## config.mk

```make
export PLATFORM = sky130hd
export DESIGN_NAME = sbp_frame_receiver_core
export DESIGN_NICKNAME = d
export VERILOG_FILES = /design/src/hw/rtl/sbp_pkg.sv /design/src/hw/rtl/sbp_rx_fsm.sv /design/src/hw/rtl/sbp_frame_receiver_core.sv
export SDC_FILE = /design/constraint.sdc
export NUM_CORES = 1
export LEC_CHECK = 0
export ABC_AREA = 1
export BUFFER_PORTS_ARGS = -buffer_cell sky130_fd_sc_hd__buf_2
export CORE_UTILIZATION = 55
export DETAILED_ROUTE_END_ITERATION = 8
export PLACE_DENSITY = 0.82
export RECOVER_POWER = 100
export SETUP_SLACK_MARGIN = 0.15
export SYNTH_ARGS = -nofsm -noshare
export SYNTH_HDL_FRONTEND = slang
export SYNTH_SLANG_ARGS = --single-unit
```

## constraint.sdc

```tcl
create_clock -name clk -period 6.8 [get_ports clk]
set_input_delay 1.36 -clock clk [delete_from_list [all_inputs] [get_ports clk]]
set_output_delay 1.36 -clock clk [all_outputs]
set_load 0.05 [all_outputs]
```

## src/hw/rtl/sbp_pkg.sv

```systemverilog
// Shared types, codes and the CRC-16 CCITT byte update for the SBP frame receiver.
// Used by sbp_rx_fsm, sbp_frame_receiver_core and sbp_checker; depends on nothing.
`default_nettype none

package sbp_pkg;

	localparam logic [7:0] PREAMBLE = 8'h55;
	localparam logic [15:0] CRC_POLY = 16'h1021;
	localparam logic [15:0] MEAS_TYPE_RESET = 16'd2;
	localparam int CAPTURE_LEN = 13;
	localparam int CAP_IDX_W = $clog2(CAPTURE_LEN);

	typedef enum logic [1:0] {
		KIND_PAYLOAD = 2'd0,
		KIND_MEAS = 2'd1,
		KIND_OTHER = 2'd2,
		KIND_CRC_ERR = 2'd3
	} sbp_kind_t;

	typedef enum logic [5:0] {
		PH_WAIT = 6'b000001,
		PH_TYPE = 6'b000010,
		PH_SENDER = 6'b000100,
		PH_LEN = 6'b001000,
		PH_MSG = 6'b010000,
		PH_CRC = 6'b100000
	} sbp_phase_t;

	typedef struct packed {
		logic valid;
		sbp_kind_t kind;
		logic [7:0] payload_byte;
		logic [15:0] frame_type;
		logic [15:0] frame_sender;
		logic [7:0] frame_length;
		logic [31:0] distance;
		logic [7:0] quality;
		logic [15:0] meas_sender;
		logic [15:0] reflector;
		logic [31:0] meas_time;
	} sbp_result_t;

	function automatic logic [15:0] crc16_byte(input logic [15:0] crc, input logic [7:0] b);
		logic [15:0] c;
		c = crc ^ {b, 8'h00};
		for (int i = 0; i < 8; i++) begin
			if (c[15]) begin
				c = {c[14:0], 1'b0} ^ CRC_POLY;
			end else begin
				c = {c[14:0], 1'b0};
			end
		end
		return c;
	endfunction

endpackage

`default_nettype wire

```

## src/hw/rtl/sbp_rx_fsm.sv

```systemverilog
// Frame parser: phase sequencer, header and CRC registers, measurement capture.
// Depends on sbp_pkg; advances by one byte whenever step is high.
`default_nettype none

module sbp_rx_fsm (
	input wire logic clk,
	input wire logic arst_n,
	input wire logic step,
	input wire logic [7:0] rx_byte,
	input wire logic [15:0] meas_type,
	output sbp_pkg::sbp_result_t result
);

	sbp_pkg::sbp_phase_t phase_q;
	logic [7:0] byte_count_q;
	logic [15:0] type_q;
	logic [15:0] sender_q;
	logic [7:0] length_q;
	logic [15:0] crc_q;
	logic [7:0] rcv_crc_lo_q;
	logic [7:0] cap_q [sbp_pkg::CAPTURE_LEN];

	logic [15:0] crc_upd;
	logic [7:0] count_inc;

	assign crc_upd = sbp_pkg::crc16_byte(crc_q, rx_byte);
	assign count_inc = byte_count_q + 8'd1;

	always_ff @(posedge clk or negedge arst_n) begin
		if (!arst_n) begin
			phase_q <= sbp_pkg::PH_WAIT;
			byte_count_q <= '0;
			type_q <= '0;
			sender_q <= '0;
			length_q <= '0;
			crc_q <= '0;
			rcv_crc_lo_q <= '0;
			for (int i = 0; i < sbp_pkg::CAPTURE_LEN; i++) begin
				cap_q[i] <= '0;
			end
		end else if (step) begin
			case (phase_q)
				sbp_pkg::PH_WAIT: begin
					if (rx_byte == sbp_pkg::PREAMBLE) begin
						for (int i = 0; i < sbp_pkg::CAPTURE_LEN; i++) begin
							cap_q[i] <= '0;
						end
						crc_q <= '0;
						byte_count_q <= '0;
						phase_q <= sbp_pkg::PH_TYPE;
					end
				end
				sbp_pkg::PH_TYPE: begin
					crc_q <= crc_upd;
					if (byte_count_q == 8'd0) begin
						type_q[7:0] <= rx_byte;
						byte_count_q <= 8'd1;
					end else begin
						type_q[15:8] <= rx_byte;
						byte_count_q <= '0;
						phase_q <= sbp_pkg::PH_SENDER;
					end
				end
				sbp_pkg::PH_SENDER: begin
					crc_q <= crc_upd;
					if (byte_count_q == 8'd0) begin
						sender_q[7:0] <= rx_byte;
						byte_count_q <= 8'd1;
					end else begin
						sender_q[15:8] <= rx_byte;
						byte_count_q <= '0;
						phase_q <= sbp_pkg::PH_LEN;
					end
				end
				sbp_pkg::PH_LEN: begin
					crc_q <= crc_upd;
					length_q <= rx_byte;
					byte_count_q <= '0;
					phase_q <= (rx_byte != 8'd0) ? sbp_pkg::PH_MSG : sbp_pkg::PH_CRC;
				end
				sbp_pkg::PH_MSG: begin
					crc_q <= crc_upd;
					if (byte_count_q < 8'(sbp_pkg::CAPTURE_LEN)) begin
						cap_q[byte_count_q[sbp_pkg::CAP_IDX_W-1:0]] <= rx_byte;
					end
					if (count_inc == length_q) begin
						byte_count_q <= '0;
						phase_q <= sbp_pkg::PH_CRC;
					end else begin
						byte_count_q <= count_inc;
					end
				end
				sbp_pkg::PH_CRC: begin
					if (byte_count_q == 8'd0) begin
						rcv_crc_lo_q <= rx_byte;
						byte_count_q <= 8'd1;
					end else begin
						byte_count_q <= '0;
						phase_q <= sbp_pkg::PH_WAIT;
					end
				end
				default: begin
					byte_count_q <= '0;
					phase_q <= sbp_pkg::PH_WAIT;
				end
			endcase
		end
	end

	always_comb begin
		result = '0;
		result.frame_type = type_q;
		result.frame_sender = sender_q;
		result.frame_length = length_q;
		case (phase_q)
			sbp_pkg::PH_MSG: begin
				result.valid = 1'b1;
				result.kind = sbp_pkg::KIND_PAYLOAD;
				result.payload_byte = rx_byte;
			end
			sbp_pkg::PH_CRC: begin
				if (byte_count_q != 8'd0) begin
					result.valid = 1'b1;
					if ({rx_byte, rcv_crc_lo_q} != crc_q) begin
						result.kind = sbp_pkg::KIND_CRC_ERR;
					end else if (type_q == meas_type) begin
						result.kind = sbp_pkg::KIND_MEAS;
						result.distance = {cap_q[3], cap_q[2], cap_q[1], cap_q[0]};
						result.quality = cap_q[4];
						result.meas_sender = {cap_q[6], cap_q[5]};
						result.reflector = {cap_q[8], cap_q[7]};
						result.meas_time = {cap_q[12], cap_q[11], cap_q[10], cap_q[9]};
					end else begin
						result.kind = sbp_pkg::KIND_OTHER;
					end
				end
			end
			default: begin
				result.valid = 1'b0;
			end
		endcase
	end

endmodule

`default_nettype wire

```

## src/hw/rtl/sbp_frame_receiver_core.sv

```systemverilog
// Top level of the SBP frame receiver: input register, result register, config register.
// Depends on sbp_pkg and sbp_rx_fsm.
//
// Channel   Handshake              Payload
// input     in_valid / in_stall    rx_byte
// output    out_valid / out_stall  kind, payload_byte, frame_*, distance .. meas_time
// config    cfg_valid / cfg_ready  measurement_type
//
// One byte is taken per cycle while in_stall is low; results come from the result register.
// The parser steps once per byte between the input register and the result register.
// Reset is asynchronous and returns the parser to preamble search with the type register at 2.
// A stalled result holds, and the input stalls only when both registers are full.
`default_nettype none

module sbp_frame_receiver_core (
	input wire logic clk,
	input wire logic arst_n,
	input wire logic in_valid,
	output logic in_stall,
	input wire logic [7:0] rx_byte,
	output logic out_valid,
	input wire logic out_stall,
	output logic [1:0] kind,
	output logic [7:0] payload_byte,
	output logic [15:0] frame_type,
	output logic [15:0] frame_sender,
	output logic [7:0] frame_length,
	output logic [31:0] distance,
	output logic [7:0] quality,
	output logic [15:0] meas_sender,
	output logic [15:0] reflector,
	output logic [31:0] meas_time,
	input wire logic cfg_valid,
	output logic cfg_ready,
	input wire logic [15:0] measurement_type
);

	logic valid_s1;
	logic [7:0] byte_s1;
	logic [15:0] meas_type_q;
	logic out_valid_q;
	sbp_pkg::sbp_result_t result_q;
	sbp_pkg::sbp_result_t step_result;
	logic step;

	assign step = valid_s1 && (!out_valid_q || !out_stall);
	assign in_stall = valid_s1 && !step;
	assign cfg_ready = 1'b1;

	always_ff @(posedge clk or negedge arst_n) begin
		if (!arst_n) begin
			valid_s1 <= 1'b0;
			out_valid_q <= 1'b0;
			meas_type_q <= sbp_pkg::MEAS_TYPE_RESET;
		end else begin
			if (cfg_valid && cfg_ready) begin
				meas_type_q <= measurement_type;
			end
			if (!in_stall) begin
				valid_s1 <= in_valid;
			end
			if (step) begin
				out_valid_q <= step_result.valid;
			end else if (!out_stall) begin
				out_valid_q <= 1'b0;
			end
		end
	end

	always_ff @(posedge clk) begin
		if (!in_stall && in_valid) begin
			byte_s1 <= rx_byte;
		end
		if (step && step_result.valid) begin
			result_q <= step_result;
		end
	end

	sbp_rx_fsm u_fsm (
		.clk(clk),
		.arst_n(arst_n),
		.step(step),
		.rx_byte(byte_s1),
		.meas_type(meas_type_q),
		.result(step_result)
	);

	assign out_valid = out_valid_q;
	assign kind = result_q.kind;
	assign payload_byte = result_q.payload_byte;
	assign frame_type = result_q.frame_type;
	assign frame_sender = result_q.frame_sender;
	assign frame_length = result_q.frame_length;
	assign distance = result_q.distance;
	assign quality = result_q.quality;
	assign meas_sender = result_q.meas_sender;
	assign reflector = result_q.reflector;
	assign meas_time = result_q.meas_time;

endmodule

`default_nettype wire

```

==> impl_metrics.toml <==
[pwr]
max-vdd-ir-drop_v = 0.000240
p_per_area_nw_per_um2 = 324
p_leak_nw = 7.12

[cts]
cts.sinks = 362
postCtsSetupBuffers = 0
clock_latency_ns = 0.52
cts_max_level = 2
cts_buffer_depth = 3
cts.reportedPaths.clkPinSlew_ns = 0.06
ctsHoldBuffers = 0
cts-root-buf = "clkbuf_16"
cts_resized = 0
cts_buffers = 36
cts_tree = "yes"

[drt]
ant_nets = 0
via_per_inst = 5.34
drc_errors = 0
wl_um = 32500
dr.pass1.iters = 5
routedWlPerCell_um = 16.8
drt_iter0_markers = 913
vias = 10300

[logic_synthesis]
synth-seq-area-share_pct = 67.4
synth_mux_area_share_pct = 1.23
ys.flop_type = "dfrtp_1"
synth-simple-area-share_pct = 18.1
synth-edff-count = 162
synth_largest_area_cell = "dfrtp_1"
synth_fa_ha_area_share_pct = 0.427
syn_avg_cell_area_um2 = 10.6
synth_compound_area_share_pct = 3.81
synthDistinctLibCells = 35
synth_xor_area_share_pct = 2.86
synth_area_leaders = "dfrtp_1 (34%), edfxtp_1 (33%), nand2_1 (8.3%)"
yosys_warnings = 0
yosysTopAreaCellShare_pct = 33.8
synthMostInstantiatedCell = "nand2_1"
postSynthCellCount = 1386
synth_top_family_by_area = "simple AND/OR/NAND/NOR gates"
synth_common_cells = "nand2_1 (323), dfrtp_1 (198), inv_1 (169), edfxtp_1 (162), nor2_1 (144)"
synth-async-reset-ratio_pct = 55.2
syn_area_um2 = 14700
synth_nets = 1420
synth-seq-cells = 362

[layout]
largest_register_ffs = 104
top_register = "u_fsm.cap_q"
antenna_cells = 0
multi_input_area_um2 = 3870
seqCellArea_um2 = 9870
nFillCells = 2009
syn2layout_area_growth_pct = 14.5
layout-drive-gt1-share_pct = 7.95
num-nets-final = 1605

[outcome]
failed_checks = "capacitance limit, slew limit"
status = "finished with violations"

[timing]
whs_ns = 0.451
setup_viol_count_final = 0
fin_crit_ns = 4.83
worst_pin_slew_ns = 3.22
layout_setup_ws_ns = 1.97
post-route-period-util_pct = 71.0
finalMaxSlewViolations = 166
fmax_mhz = 207
final-hold-violation-count = 0
relSlewSlack_pct = -115
finalSetupTns_ns = 0
fin_skew_ns = 0.0187
rsz0062_at_grt = "no"

[setup_path]
r2r_slack_ns = 1.97
crit_fanout = 109
cp-end-kind = "flip-flop"
setup.worst_path.start_class = "flip-flop"
setup.worst_path.class = "reg -> reg"
arrival_ns = 4.95
crit_required_ns = 6.92

[floorplanning]
core_um2 = 26100
rows = 59
io_pins = 186
dieArea_um2 = 27300
start_util_pct = 56.2
die_h_um = 165
die_w_um = 165

[place]
hpwl_um = 20400
gp_congestion = 0.879
port_buffers = 184
dp_slack_ns = 2.76

[global_routing]
grt_overflow = 0
grt_usage_pct = 24.3
antenna_found_initial = 0
grt_max_degree = 110
grt_pass1_vias = 10000
grt_pass1_wl_um = 51000

[hold_path]
hold_class = "reg -> reg"

[run]
drv_cap = 2
==> cell usage in the layout, fill, tap and decap left out, types with 2 or more instances in the layout <==
cell type and count:
a21oi_1 5, buf_2 26, buf_4 4, bufinv_16 3
clkbuf_1 173, clkbuf_16 36, clkbuf_2 2, clkbuf_8 5
clkinv_1 2, clkinv_2 6, dfrtp_1 198, dfstp_2 2
edfxtp_1 162, ha_1 5, inv_1 169, inv_2 4
inv_6 2, mux2_2 16, nand2_1 322, nand3_1 135
nand4_1 13, nor2_1 146, nor3_1 6, nor3_4 2
o21ai_0 57, o21ai_1 3, o21ai_2 10, o22ai_1 22
or2_2 3, xnor2_1 22, xor2_1 24
==> final timing paths <==
path,startpoint,end,depth (start not counted)
max reg2reg,u_fsm.phase_q[2]$_DFFE_PN0P_,meas_time[21]$_SDFFCE_PP0P_,8
min,u_fsm.sender_q[10]$_DFFE_PN0P_,frame_sender[10]$_DFFE_PP_,0
max,u_fsm.phase_q[2]$_DFFE_PN0P_,meas_time[21]$_SDFFCE_PP0P_,8
min in group asynchronous,arst_n,u_fsm.crc_q[3]$_DFFE_PN0P_,1
min reg2reg,u_fsm.sender_q[10]$_DFFE_PN0P_,frame_sender[10]$_DFFE_PP_,0
max in group asynchronous,arst_n,u_fsm.cap_q[61]$_DFFE_PN0P_,2
==> final cells by class <==
| type | instances | area share [%] |
|---|---|---|
| Inverter | 174 | 3.92 |
| Clock buffer | 50 | 5.98 |
| Timing Repair Buffer | 196 | 4.68 |
| Sequential cell | 362 | 58.9 |
| Tap cell | 335 | 2.50 |
| Multi-Input combinational cell | 801 | 23.1 |
| Clock inverter | 14 | 0.962 |
==> worst max-delay path: stages (launching register included) <==
cell and delay [ns]:
dfrtp_1 0.40, nor2_1 0.20, nand2_1 0.07, nor2_1 0.18, nand3_1 0.96, inv_1 0.47, o21ai_0 0.31, inv_6 0.77
clkbuf_2 0.98
==> where the power goes <==
part	internal [mW]	total (mW)	leakage, nW	switching, mW
Sequential	2.49	2.63	4.28	0.148
Clock	1.15	1.96	0.575	0.808
Combinational	0.265	0.838	2.26	0.573
==> through the flow <==
| stage | power (mW) | cells | instance area, um^2 | utilization [%] |
|---|---|---|---|---|
| floorplan | 3.30 | 1386 | 14700 | - |
| global placement | 3.47 | 1868 | 15900 | 60.9 |
| detailed placement | 3.51 | 1868 | 15900 | 60.9 |
| CTS | 5.46 | 1932 | 17000 | 65.3 |
| global route | 5.65 | 1932 | 16800 | 64.4 |
| finish | 5.43 | 1932 | 16800 | 64.4 |
==> metal layers <==
| metal | wire [um] | vias up | global-route usage [%] | part of all wire, % |
|---|---|---|---|---|
| met3 | 2180 | 62 | 3.72 | 6.7 |
| met4 | 911 | 0 | 8.63 | 2.8 |
| li1 | - | 4852 | - | - |
| met5 | 0 | - | 0 | 0 |
| met2 | 16000 | 410 | 41.4 | 49 |
| met1 | 13400 | 4989 | 31.7 | 41 |
==> cells by family after synthesis <==
kind of cell             count (synthesis)
XOR/XNOR                                47
other                                    1
AO/OA/AOI/OAI                           98
buffers and inverters                  223
multiplexers                            16
adder cells (fa/ha/maj)                  5
AND/OR/NAND/NOR                        634
flip-flops                             362
Power figures use the tool's default switching activity.
